$ cat src/rtl/core/positional_list_engine_defines.svh
// Assertion macros shared by the list engine RTL.
`ifndef POSITIONAL_LIST_ENGINE_DEFINES_SVH
`define POSITIONAL_LIST_ENGINE_DEFINES_SVH

`ifndef SYNTHESIS
// Check a property on every rising edge outside reset.
`define PLE_ASSERT(lbl, clk, rstn, prop, msg) \
  lbl: assert property (@(posedge clk) disable iff (!rstn) prop) else $error(msg);
// Check a property on every rising edge, reset included.
`define PLE_ASSERT_ALWAYS(lbl, clk, prop, msg) \
  lbl: assert property (@(posedge clk) prop) else $error(msg);
`else
`define PLE_ASSERT(lbl, clk, rstn, prop, msg)
`define PLE_ASSERT_ALWAYS(lbl, clk, prop, msg)
`endif

`endif

$ cat src/rtl/core/ple_pkg.sv
`timescale 1ns / 1ps
`default_nettype none

package ple_pkg;

  localparam int unsigned ACTION_W = 3;
  localparam int unsigned POS_W    = 16;
  localparam int unsigned HANDLE_W = 32;
  localparam int unsigned STATUS_W = 2;
  localparam int unsigned INDEX_W  = 6;
  localparam int unsigned COUNT_W  = 7;

  typedef enum logic [ACTION_W-1:0] {
    ACT_INS_POS = 3'd0,
    ACT_INS_END = 3'd1,
    ACT_REM_POS = 3'd2,
    ACT_REM_END = 3'd3,
    ACT_DUMP    = 3'd4
  } ple_action_e;

  typedef enum logic [STATUS_W-1:0] {
    ST_OK    = 2'd0,
    ST_EMPTY = 2'd1,
    ST_FULL  = 2'd2
  } ple_status_e;

  typedef enum logic [2:0] {
    RES_INS_OK,
    RES_FULL,
    RES_REM_OK,
    RES_EMPTY,
    RES_DUMP
  } ple_res_e;

  typedef enum logic [2:0] {
    S_IDLE,
    S_INS,
    S_GATHER,
    S_REM,
    S_DUMP
  } ple_state_e;

  typedef struct packed {
    logic     capture;
    logic     gather;
    logic     ins;
    logic     rem;
    logic     rot;
    logic     out_load;
    ple_res_e res;
  } ple_cmd_t;

  typedef struct packed {
    logic empty;
    logic full;
    logic dump_last;
    logic out_free;
  } ple_sts_t;

endpackage

`default_nettype wire

$ cat src/rtl/core/ple_ctrl.sv
`timescale 1ns / 1ps
`default_nettype none
`include "positional_list_engine_defines.svh"

module ple_ctrl (
  input  logic                          clk_i,
  input  logic                          rst_ni,
  input  logic                          in_valid_i,
  input  logic [ple_pkg::ACTION_W-1:0]  in_action_i,
  output logic                          in_ready_o,
  input  ple_pkg::ple_sts_t             sts_i,
  output ple_pkg::ple_cmd_t             cmd_o
);
  import ple_pkg::*;

  ple_state_e state_q, state_d;
  logic       ins_accept;

  always_ff @(posedge clk_i or negedge rst_ni) begin
    if (!rst_ni) begin
      state_q <= S_IDLE;
    end else begin
      state_q <= state_d;
    end
  end

  always_comb begin
    state_d    = state_q;
    cmd_o      = '0;
    in_ready_o = 1'b0;
    ins_accept = 1'b0;
    unique case (state_q)
      S_IDLE: begin
        in_ready_o = 1'b1;
        if (in_valid_i) begin
          cmd_o.capture = 1'b1;
          unique case (ple_action_e'(in_action_i)) inside
            ACT_INS_POS, ACT_INS_END: begin
              state_d    = S_INS;
              ins_accept = 1'b1;
            end
            ACT_REM_POS, ACT_REM_END: state_d = S_GATHER;
            ACT_DUMP:                 state_d = S_DUMP;
            default:                  state_d = S_IDLE;
          endcase
        end
      end
      S_INS: begin
        if (sts_i.out_free) begin
          cmd_o.ins      = !sts_i.full;
          cmd_o.out_load = 1'b1;
          cmd_o.res      = sts_i.full ? RES_FULL : RES_INS_OK;
          state_d        = S_IDLE;
        end
      end
      S_GATHER: begin
        cmd_o.gather = 1'b1;
        state_d      = S_REM;
      end
      S_REM: begin
        if (sts_i.out_free) begin
          cmd_o.rem      = !sts_i.empty;
          cmd_o.out_load = 1'b1;
          cmd_o.res      = sts_i.empty ? RES_EMPTY : RES_REM_OK;
          state_d        = S_IDLE;
        end
      end
      S_DUMP: begin
        if (sts_i.empty) begin
          state_d = S_IDLE;
        end else if (sts_i.out_free) begin
          cmd_o.out_load = 1'b1;
          cmd_o.rot      = 1'b1;
          cmd_o.res      = RES_DUMP;
          if (sts_i.dump_last) begin
            state_d = S_IDLE;
          end
        end
      end
      default: state_d = S_IDLE;
    endcase
  end

  `PLE_ASSERT(a_load_free, clk_i, rst_ni, cmd_o.out_load |-> sts_i.out_free, "result overwritten")
  `PLE_ASSERT(a_ins_room, clk_i, rst_ni, cmd_o.ins |-> !sts_i.full, "insert into full list")
  `PLE_ASSERT(a_ins_busy, clk_i, rst_ni, ins_accept |=> !in_ready_o, "item taken during insert")

endmodule

`default_nettype wire

$ cat config.mk
export PLATFORM = sky130hd
export DESIGN_NAME = ple_ctrl
export DESIGN_NICKNAME = d
export VERILOG_FILES = /design/src/rtl/core/ple_pkg.sv /design/src/rtl/core/ple_ctrl.sv
export VERILOG_INCLUDE_DIRS = /design/src /design/src/rtl/core
export SDC_FILE = /design/constraint.sdc
export NUM_CORES = 1
export LEC_CHECK = 0
export ABC_AREA = 0
export BUFFER_PORTS_ARGS = -buffer_cell sky130_fd_sc_hd__buf_2
export CORE_AREA = 2 2 39 41
export DETAILED_ROUTE_END_ITERATION = 6
export DIE_AREA = 0 0 41 43
export PLACE_DENSITY = 0.47
export SKIP_LAST_GASP = 1
export SYNTH_ARGS = -nofsm -noshare
export SYNTH_HDL_FRONTEND = slang
export SYNTH_SLANG_ARGS = --single-unit
$ cat constraint.sdc
create_clock -name clk_i -period 2.2 [get_ports clk_i]
set_clock_uncertainty 0.2 [all_clocks]
set_input_delay 0.22 -clock clk_i [delete_from_list [all_inputs] [get_ports clk_i]]
set_output_delay 0.22 -clock clk_i [all_outputs]
set_load 0.05 [all_outputs]
==> flow_summary_export.csv, run 1 <==
group,metric,value,unit
layout,utilization,30.7,%
logic_synthesis,synth_cells,34,
cts,numCtsBuffers,3,
layout,seqCellArea,75.1,sq um
cts,cts_setup_buffers,0,
timing,worst_pin_slew,0.426,ns
layout,reg_top3,"state_q (3)",
power,p_sw,289,uW
floorplanning,design.portCount,20,
setup_path,cp_max_fo,9,
timing,setup-tns-final,0,ns
setup_path,path_class,"reg2out",
power,swShare,53.2,%
logic_synthesis,syn-cell-area,268,sq um
power,p_leak,0.240,nW
timing,slew_viol_final,0,
floorplanning,core-area,1380,sq um
timing,finalSetupViolCount,0,
floorplanning,start_util,19.3,%
setup_path,cp-end-kind,"primary output",
timing,post-route-min-period,1.94,ns
logic_synthesis,syn_nets,44,
power,ir_drop,0.366,mV
global_routing,antenna_found_initial,0,
layout,antenna_cells,0,
worst_hold_path,hold_class,"in2reg",
global_routing,grt_max_degree,10,
setup_path,cp_num_buf_inv,1,
drt,firstDrtPassIters,1,
global_routing,grt_pass1_vias,269,
drt,vias_per_cell,4.44,
global_routing,gr-total-overflow,0,
cts,ctsRootBufferMaster,"clkbuf_4",
power,cellPowerDensity,1280,nW/um^2
setup_path,worstPathArrival,1.52,ns
logic_synthesis,ys_seq_area_share,28.0,%
flow_run,max-cap-violations,0,
global_routing,grt_pass1_wl,1060,microns
timing,whs,0.0520,ns
logic_synthesis,synth.largest_area_cell,"dfrtp_1",
timing,max_freq,514,MHz
placement,hpwlAfterDp,554,microns
drt,detail_route.wirelength,693,microns
cts,cts_buffer_depth,2,
floorplanning,rows,14,
drt,drc,0,
logic_synthesis,postSynthRegisterBits,3,
cts,cts_sinks,3,
placement,dp_cells,68,
power,comb_power_share,60.5,%
logic_synthesis,synth_top_area_share,28.0,%
power,power_frac_seq,21.7,%
power,internal-power,254,uW
floorplanning,die_area,1760,sq um
drt,drt_iter0_markers,0,
layout,drive_gt1_share,52.6,%
global_routing,grt_use_total,9.24,%
timing,hold_viol,0,
placement,place_congestion,0.743,
drt,ant_nets,0,
timing,layout_worst_path_cycle_share,88.4,%
cts,cts_max_level,1,
layout,multi_input_area,184,sq um
logic_synthesis,synth_area_leaders,"dfrtp_1, nor2_1, nor3_1, a2111oi_2, inv_1",
layout,area_delta_synth_final,58.9,%
layout,final_cells,73,
setup_path,crit_slowest_cell,"dfrtp_1",
placement,place_area,383,sq um
layout,largest-register,"state_q",
power,power_frac_clock,17.8,%
cts,cts_tree,"done",
layout,largest_reg_flops,3,
drt,via_count,324,
timing,grt_setup_unrepaired,"no",
logic_synthesis,syn_avg_cell_area,7.88,sq um
setup_path,path_cells,"nor4b_2, nand2_1, nand2_1, buf_2",
setup_path,timing.critical_path.mode_cell,"nand2_1",
logic_synthesis,yosysUniqueCellTypes,19,
timing,relSlewSlack,71.4,%
floorplanning,dieHeight,43,microns
cts,clk_pin_slew,0.04,ns
floorplanning,die_w,41,microns
layout,final_nets,68,
layout,nFillCells,154,
cts,clock_latency,0.23,ns
setup_path,crit_required,1.78,ns
drt,post_drt_wl_per_cell,9.49,microns
logic_synthesis,synth_warnings,0,
setup_path,worstSetupStartpointType,"flop",
status,status,"completed",
layout,fin_area,425,sq um
placement,io_buffers,19,
setup_path,max_stage_delay,0.49,ns
setup_path,critical-path-top-delay-family,"simple AND/OR/NAND/NOR gates",
power by group through the flow:
stage / combinational [mW] / sequential (mW) / clock (mW)
CTS: 0.331 / 0.115 / 0.103
global route: 0.347 / 0.122 / 0.108
detailed placement: 0.328 / 0.117 / 0
finish: 0.328 / 0.118 / 0.0966
floorplan: 0.299 / 0.0924 / 0
global placement: 0.327 / 0.117 / 0
kinds of logic (layout without fill, tap and decap cells):
| family | after synthesis | after routing | synth area share [%] |
|---|---|---|---|
| simple gates | 19 | 19 | 39.7 |
| compound gates | 6 | 6 | 18.7 |
| buf+inv | 5 | 28 | 9.81 |
| flops | 3 | 3 | 28.0 |
| mux | 1 | 1 | 3.74 |
Yosys cell counts (all sizes together):
cell / number
nor2: 6
a2111oi: 1
or4: 1
mux2i: 1
a21oi: 2
or3b: 1
o41ai: 1
or2: 1
buf: 1
nor3: 3
a21boi: 1
nand3b: 1
and2: 2
a31o: 1
inv: 4
dfrtp: 3
nor4b: 1
nand2: 3
path summary, 6_finish.rpt:
| kind | from | endpoint | slack, ns | depth (start not counted) |
|---|---|---|---|---|
| hold reg to reg | state_q[2] | state_q[0] | 0.42 | 1 |
| setup reg to reg | state_q[1] | state_q[1] | 0.29 | 3 |
| max in group asynchronous | rst_ni | state_q[1] | 1.58 | 2 |
| setup / recovery | state_q[1] | cmd_o[3] | 0.26 | 4 |
| min in group asynchronous | rst_ni | state_q[0] | 0.11 | 2 |
| hold / removal | in_action_i[2] | state_q[2] | 0.05 | 2 |
layout make-up:
type / count / area share [%]
Sequential cell: 3 / 17.6
Inverter: 4 / 3.53
Tap cell: 16 / 4.71
Multi-Input combinational cell: 26 / 43.2
Timing Repair Buffer: 20 / 24.7
Clock buffer: 4 / 6.18
worst reg2reg max path, stage by stage (launching register included):
cell       delay, ns
dfrtp_1         0.49
or4_4           0.60
and2_4          0.18
a2111oi_2       0.33
stage by stage:
step                      setup WS [ns]  power [mW]
final                             0.256       0.543
after global routing              0.116       0.577
after CTS                         0.154       0.550
after detailed placement          0.313       0.444
after global placement            0.332       0.444
after floorplan                  0.0481       0.392
placed cells by master (no fill, tap or decap), drive strengths merged:
cell | synthesis | final
buf | 1 | 19
nor2 | 6 | 6
inv | 4 | 4
clkbuf | 0 | 4
nand2 | 3 | 3
dfrtp | 3 | 3
nor3 | 3 | 3
a21oi | 2 | 2
and2 | 2 | 2
nand3b | 1 | 1
mux2i | 1 | 1
nor4b | 1 | 1
or2 | 1 | 1
or3b | 1 | 1
or4 | 1 | 1
o41ai | 1 | 1
a21boi | 1 | 1
a31o | 1 | 1
a2111oi | 1 | 1
dlygate4sd3 | 0 | 1
per-layer routing:
layer	vias to the layer above	wire length [microns]	global-route usage (%)
met5	-	0	0
met2	13	339	12.8
li1	165	-	-
met4	0	0	8.00
met1	146	298	9.65
met3	0	55	4.71
repair_timing:
item / in CTS / in global routing
gates resized for setup: 0 / 1
hold buffers: 1 / 0
setup endpoints to repair: 0 / 1
hold endpoints to repair: 3 / 0
No activity file was read; power rests on OpenSTA's default activity.
==> run 2, diff against run 1 <==
--- a/config.mk
+++ b/config.mk
@@ -11,7 +11,7 @@
 export CORE_AREA = 2 2 39 41
 export DETAILED_ROUTE_END_ITERATION = 6
 export DIE_AREA = 0 0 41 43
-export PLACE_DENSITY = 0.47
+export PLACE_DENSITY_LB_ADDON = 0.15
 export SKIP_LAST_GASP = 1
 export SYNTH_ARGS = -nofsm -noshare
 export SYNTH_HDL_FRONTEND = slang
==> run 2 against run 1 <==
Against the previous run:
- cell count unchanged
- total power about the same
- combinational power is essentially flat
- critical path depth unchanged
- clock-buffer cell count unchanged
- via count fell by 1.5%
- register-to-register slack about the same
- utilization did not move
- sequential share of layout area did not move
- global-route usage grew 0.33 points
- sequential cell count did not move
- wire length is 3.2% lower
- critical path type unchanged
- largest cell class unchanged
- largest power group unchanged
==> flow_summary_export.csv, run 2 (synthesized netlist as in run 1, its figures left out) <==
group,metric,value,unit
cts,ctsRootBufferMaster,"clkbuf_4",
drt,ant_nets,0,
setup_path,cp-end-kind,"primary output",
timing,finalSetupViolCount,0,
power,power,543,uW
layout,area_delta_synth_final,58.9,%
timing,post-route-min-period,1.95,ns
placement,hpwlAfterDp,517,microns
drt,met1_length,316,microns
setup_path,crit_required,1.78,ns
timing,hold_viol,0,
setup_path,critical-path-top-delay-family,"simple AND/OR/NAND/NOR gates",
status,status,"completed",
drt,vias_per_cell,4.37,
cts,numCtsBuffers,3,
cts,cts_max_level,1,
setup_path,cp_max_fo,9,
layout,drive_gt1_share,52.6,%
floorplanning,rows,14,
setup_path,worstPathArrival,1.53,ns
drt,drt_iter0_markers,0,
global_routing,gr-total-overflow,0,
timing,grt_setup_unrepaired,"no",
drt,dr_wl_met3,52,microns
worst_hold_path,hold_start,"in_action_i[2]",
layout,reg_top3,"state_q (3)",
floorplanning,core-area,1380,sq um
layout,mostFrequentLayoutCell,"buf_2",
layout,nFillCells,152,
setup_path,worstSetupStartpointType,"flop",
timing,max_freq,513,MHz
timing,relSlewSlack,74.2,%
floorplanning,start_util,19.3,%
setup_path,path_cells,"nor4b_2, nand2_1, nand2_1, buf_2",
timing,worst_pin_slew,0.383,ns
floorplanning,design.portCount,20,
layout,largest-register,"state_q",
setup_path,reg2reg_from,"state_q[1]",
setup_path,max_stage_delay,0.50,ns
cts,cts_buffer_depth,2,
timing,layout_worst_path_cycle_share,88.6,%
setup_path,crit_start,"state_q[1]",
timing,setup-tns-final,0,ns
global_routing,grt_pass1_wl,1070,microns
drt,dr.max_layer_used,"met4",
power,p_leak,0.240,nW
setup_path,path_class,"reg2out",
power,ir_drop,0.490,mV
setup_path,crit_slowest_cell,"dfrtp_1",
cts,clk_pin_slew,0.04,ns
drt,post_drt_wl_per_cell,9.19,microns
placement,dp_cells,68,
setup_path,cp_num_buf_inv,1,
placement,place_congestion,0.694,
global_routing,antenna_found_initial,0,
setup_path,timing.critical_path.mode_cell,"nand2_1",
layout,largest_reg_flops,3,
drt,detail_route.wirelength,671,microns
layout,antenna_cells,0,
cts,cts_tree,"done",
drt,drc,0,
cts,cts_sinks,3,
global_routing,grt_use_total,9.57,%
power,cellPowerDensity,1280,nW/um^2
layout,final_cells,73,
timing,slew_viol_final,0,
floorplanning,die_w,41,microns
layout,mostFrequentLayoutCells,"buf_2, nor2_1, inv_1",
timing,whs,0.0652,ns
floorplanning,dieHeight,43,microns
drt,firstDrtPassIters,1,
layout,final_nets,68,
global_routing,grt_pass1_vias,252,
floorplanning,die_area,1760,sq um
drt,via_count,319,
placement,io_buffers,19,
cts,clock_latency,0.24,ns
drt,wl_met2,279,microns
global_routing,grt_max_degree,10,
flow_run,max-cap-violations,0,
worst_hold_path,hold_class,"in2reg",
## run 2: cell counts in the layout (fill, tap and decap cells not counted)
No cell type changed its count.
## run 2: path summary, 6_finish.rpt
path | endpoint | slack (ns) | depth (start not counted)
setup / recovery | cmd_o[3] | 0.25 | 4
hold / removal | state_q[2] | 0.07 | 2
setup reg to reg | state_q[1] | 0.29 | 3
hold reg to reg | state_q[0] | 0.43 | 1
max in group asynchronous | state_q[0] | 1.59 | 2
min in group asynchronous | state_q[1] | 0.10 | 2
## run 2: what timing repair did
item	in CTS	in global routing
setup buffers	0	0
hold buffers	1	0
hold endpoints to repair	3	0
endpoints found under the setup margin	0	1
gates resized for setup	0	1
## run 2: metal layers
| metal | vias up | global-route usage (%) |
|---|---|---|
| met5 | - | 0 |
| met4 | 0 | 10.0 |
| met3 | 2 | 3.14 |
| met2 | 14 | 11.3 |
| met1 | 137 | 12.3 |
| li1 | 166 | - |
## run 2: final cells by class
type / instances / area, sq um / area share [%]
repair buffers: 20 / 105 / 24.7
clock buffers: 4 / 26.3 / 6.18
multi-input cells: 26 / 184 / 43.2
flip-flops and latches: 3 / 75.1 / 17.6
well taps: 16 / 20.0 / 4.71
inverters: 4 / 15.0 / 3.53
## run 2: metrics by stage
stage / utilization [%] / cell area (sq um) / worst slack, ns
after floorplan: - / 279 / 0.0481
after global placement: 27.7 / 383 / 0.317
after detailed placement: 27.7 / 383 / 0.308
after CTS: 30.3 / 419 / 0.137
after global routing: 30.7 / 425 / 0.0961
final: 30.7 / 425 / 0.251
## run 2: report_power, final
group / switching [mW] / total (mW) / internal (mW)
clock network: 0.0306 / 0.0987 / 0.0681
registers: 0.0467 / 0.119 / 0.0721
logic: 0.211 / 0.325 / 0.114
total: 0.288 / 0.543 / 0.254
## run 2: worst register-to-register path: stages (launching register included)
cell and delay (ns):
dfrtp_1 0.50, or4_4 0.59, and2_4 0.17, a2111oi_2 0.33
==> run 3, diff against run 2 <==
--- a/config.mk
+++ b/config.mk
@@ -11,6 +11,7 @@
 export CORE_AREA = 2 2 39 41
 export DETAILED_ROUTE_END_ITERATION = 6
 export DIE_AREA = 0 0 41 43
+export GPL_TIMING_DRIVEN = 0
 export PLACE_DENSITY_LB_ADDON = 0.15
 export SKIP_LAST_GASP = 1
 export SYNTH_ARGS = -nofsm -noshare
==> run 3 against run 2 <==
Against the previous run:
- utilization is 0.81 points higher
- register-to-register slack better by 0.03 ns
- sequential cell count unchanged
- setup slack improved by 0.033 ns
- via count down 2.5%
- sequential power down 18%
- die area unchanged
- non-clock buffer count rose by 1
- cell count is 1.4% higher
- critical path depth is 1 higher
- total power grew 3.1%
- first-iteration DRC count stayed put
==> flow_summary_export.csv, run 3 (synthesized netlist as in run 1, its figures left out) <==
group,metric,value,unit
layout,drive_gt1_share,53.4,%
worst_hold_path,hold_class,"in2reg",
worst_hold_path,hold_start,"in_action_i[2]",
cts,cts_max_level,1,
drt,drt_iter0_markers,0,
timing,hold_viol,0,
timing,relSlewSlack,75.4,%
layout,final_nets,69,
floorplanning,start_util,19.3,%
layout,nFillCells,164,
layout,fin_area,437,sq um
power,cellPowerDensity,1280,nW/um^2
setup_path,timing.critical_path.mode_cell,"nand2_1",
drt,drc,0,
cts,numCtsBuffers,3,
timing,worst_pin_slew,0.366,ns
setup_path,cp_num_buf_inv,2,
power,ir_drop,0.389,mV
setup_path,crit-reg2reg-capture,"state_q[1]",
layout,mostFrequentLayoutCells,"buf_2, nor2_1, inv_1",
floorplanning,die_w,41,microns
worst_hold_path,worstHoldEndpoint,"state_q[2]",
floorplanning,die_area,1760,sq um
drt,detail_route.wirelength,689,microns
setup_path,r2r_cells,4,
setup_path,crit_slowest_cell,"dfrtp_1",
cts,cts_sinks,3,
floorplanning,rows,14,
setup_path,reg2reg_slack,0.32,ns
setup_path,cp-end-kind,"primary output",
cts,ctsRootBufferMaster,"clkbuf_4",
cts,cts_setup_buffers,0,
global_routing,grt_pass1_wl,1020,microns
layout,largest-register,"state_q",
timing,grt_setup_unrepaired,"no",
drt,vias_per_cell,4.20,
drt,post_drt_wl_per_cell,9.31,microns
floorplanning,core-area,1380,sq um
global_routing,gr-total-overflow,0,
timing,slew_viol_final,0,
global_routing,grt_pass1_vias,238,
drt,ant_nets,0,
cts,cts_tree,"done",
layout,largest_reg_flops,3,
status,status,"completed",
timing,post-route-min-period,1.92,ns
floorplanning,dieHeight,43,microns
setup_path,critical-path-top-delay-family,"simple AND/OR/NAND/NOR gates",
timing,max_freq,522,MHz
setup_path,worstSetupStartpointType,"flop",
floorplanning,design.portCount,20,
setup_path,reg2reg_from,"state_q[1]",
setup_path,path_class,"reg2out",
layout,antenna_cells,0,
global_routing,grt_use_total,9.66,%
placement,place_congestion,0.702,
timing,setup-tns-final,0,ns
drt,via_count,311,
placement,place_area,394,sq um
worst_hold_path,min_path_cells,2,
global_routing,antenna_found_initial,0,
setup_path,worstPathArrival,1.50,ns
global_routing,grt_max_degree,10,
timing,layout_worst_path_cycle_share,87.1,%
setup_path,max_stage_delay,0.36,ns
layout,reg_top3,"state_q (3)",
setup_path,path_cells,"buf_6, nor4b_2, nand2_1, nand2_1, buf_2",
setup_path,crit_required,1.78,ns
placement,io_buffers,19,
drt,firstDrtPassIters,1,
flow_run,max-cap-violations,0,
layout,area_delta_synth_final,63.1,%
layout,mostFrequentLayoutCell,"buf_2",
cts,clk_pin_slew,0.04,ns
power,p_leak,0.246,nW
setup_path,cp_max_fo,9,
cts,cts_buffer_depth,2,
timing,finalSetupViolCount,0,
cts,clock_latency,0.24,ns
-- run 3: worst max-delay path by stage --
stage                           from    endpoint  cells after the start
after floorplan           state_q[2]    cmd_o[5]                      2
after global placement    state_q[1]  state_q[1]                      4
after detailed placement  state_q[1]  state_q[1]                      4
after CTS                 state_q[1]    cmd_o[3]                      5
after global routing      state_q[1]    cmd_o[3]                      5
final                     state_q[1]    cmd_o[3]                      5
-- run 3: worst register-to-register path, cell delays in order, from the launching register on --
cell	delay [ns]
dfrtp_1	0.36
buf_6	0.14
or4_4	0.55
and2_4	0.17
a2111oi_2	0.35
-- run 3: area by class of cell --
cell class              count  area (sq um)  share of cell area [%]
flip-flops and latches      3          75.1                    17.2
inverters                   4          15.0                    3.44
well taps                  16          20.0                    4.58
plain buffers               1          11.3                    2.58
multi-input cells          26           184                    42.1
repair buffers             20           105                    24.1
clock buffers               4          26.3                    6.02
-- run 3: what timing repair did --
item	CTS	global route
endpoints found under the hold margin	3	0
endpoints found under the setup margin	0	1
hold buffers	1	0
gates resized for setup	0	1
-- run 3: where the power goes --
group | switching, mW | total [mW] | internal [mW]
registers | 0.0255 | 0.0979 | 0.0723
logic | 0.235 | 0.363 | 0.128
clock network | 0.0308 | 0.0989 | 0.0681
-- run 3: stage by stage --
| stage | power [mW] | instances | utilization (%) | setup slack [ns] | hold WS (ns) |
|---|---|---|---|---|---|
| final | 0.560 | 74 | 31.6 | 0.284 | 0.0635 |
| after global routing | 0.607 | 74 | 31.6 | 0.132 | 0.0640 |
| after CTS | 0.567 | 74 | 31.1 | 0.156 | 0.0621 |
| after detailed placement | 0.461 | 69 | 28.5 | 0.300 | -0.182 |
| after global placement | 0.461 | 69 | 28.5 | 0.328 | -0.182 |
| after floorplan | 0.392 | 34 | - | 0.0481 | -0.276 |
-- run 3: per-layer routing --
metal,track usage (%),wire length [microns]
met1,11.7,326
met2,10.3,290
met3,9.42,72
met4,6.00,0
met5,0,0
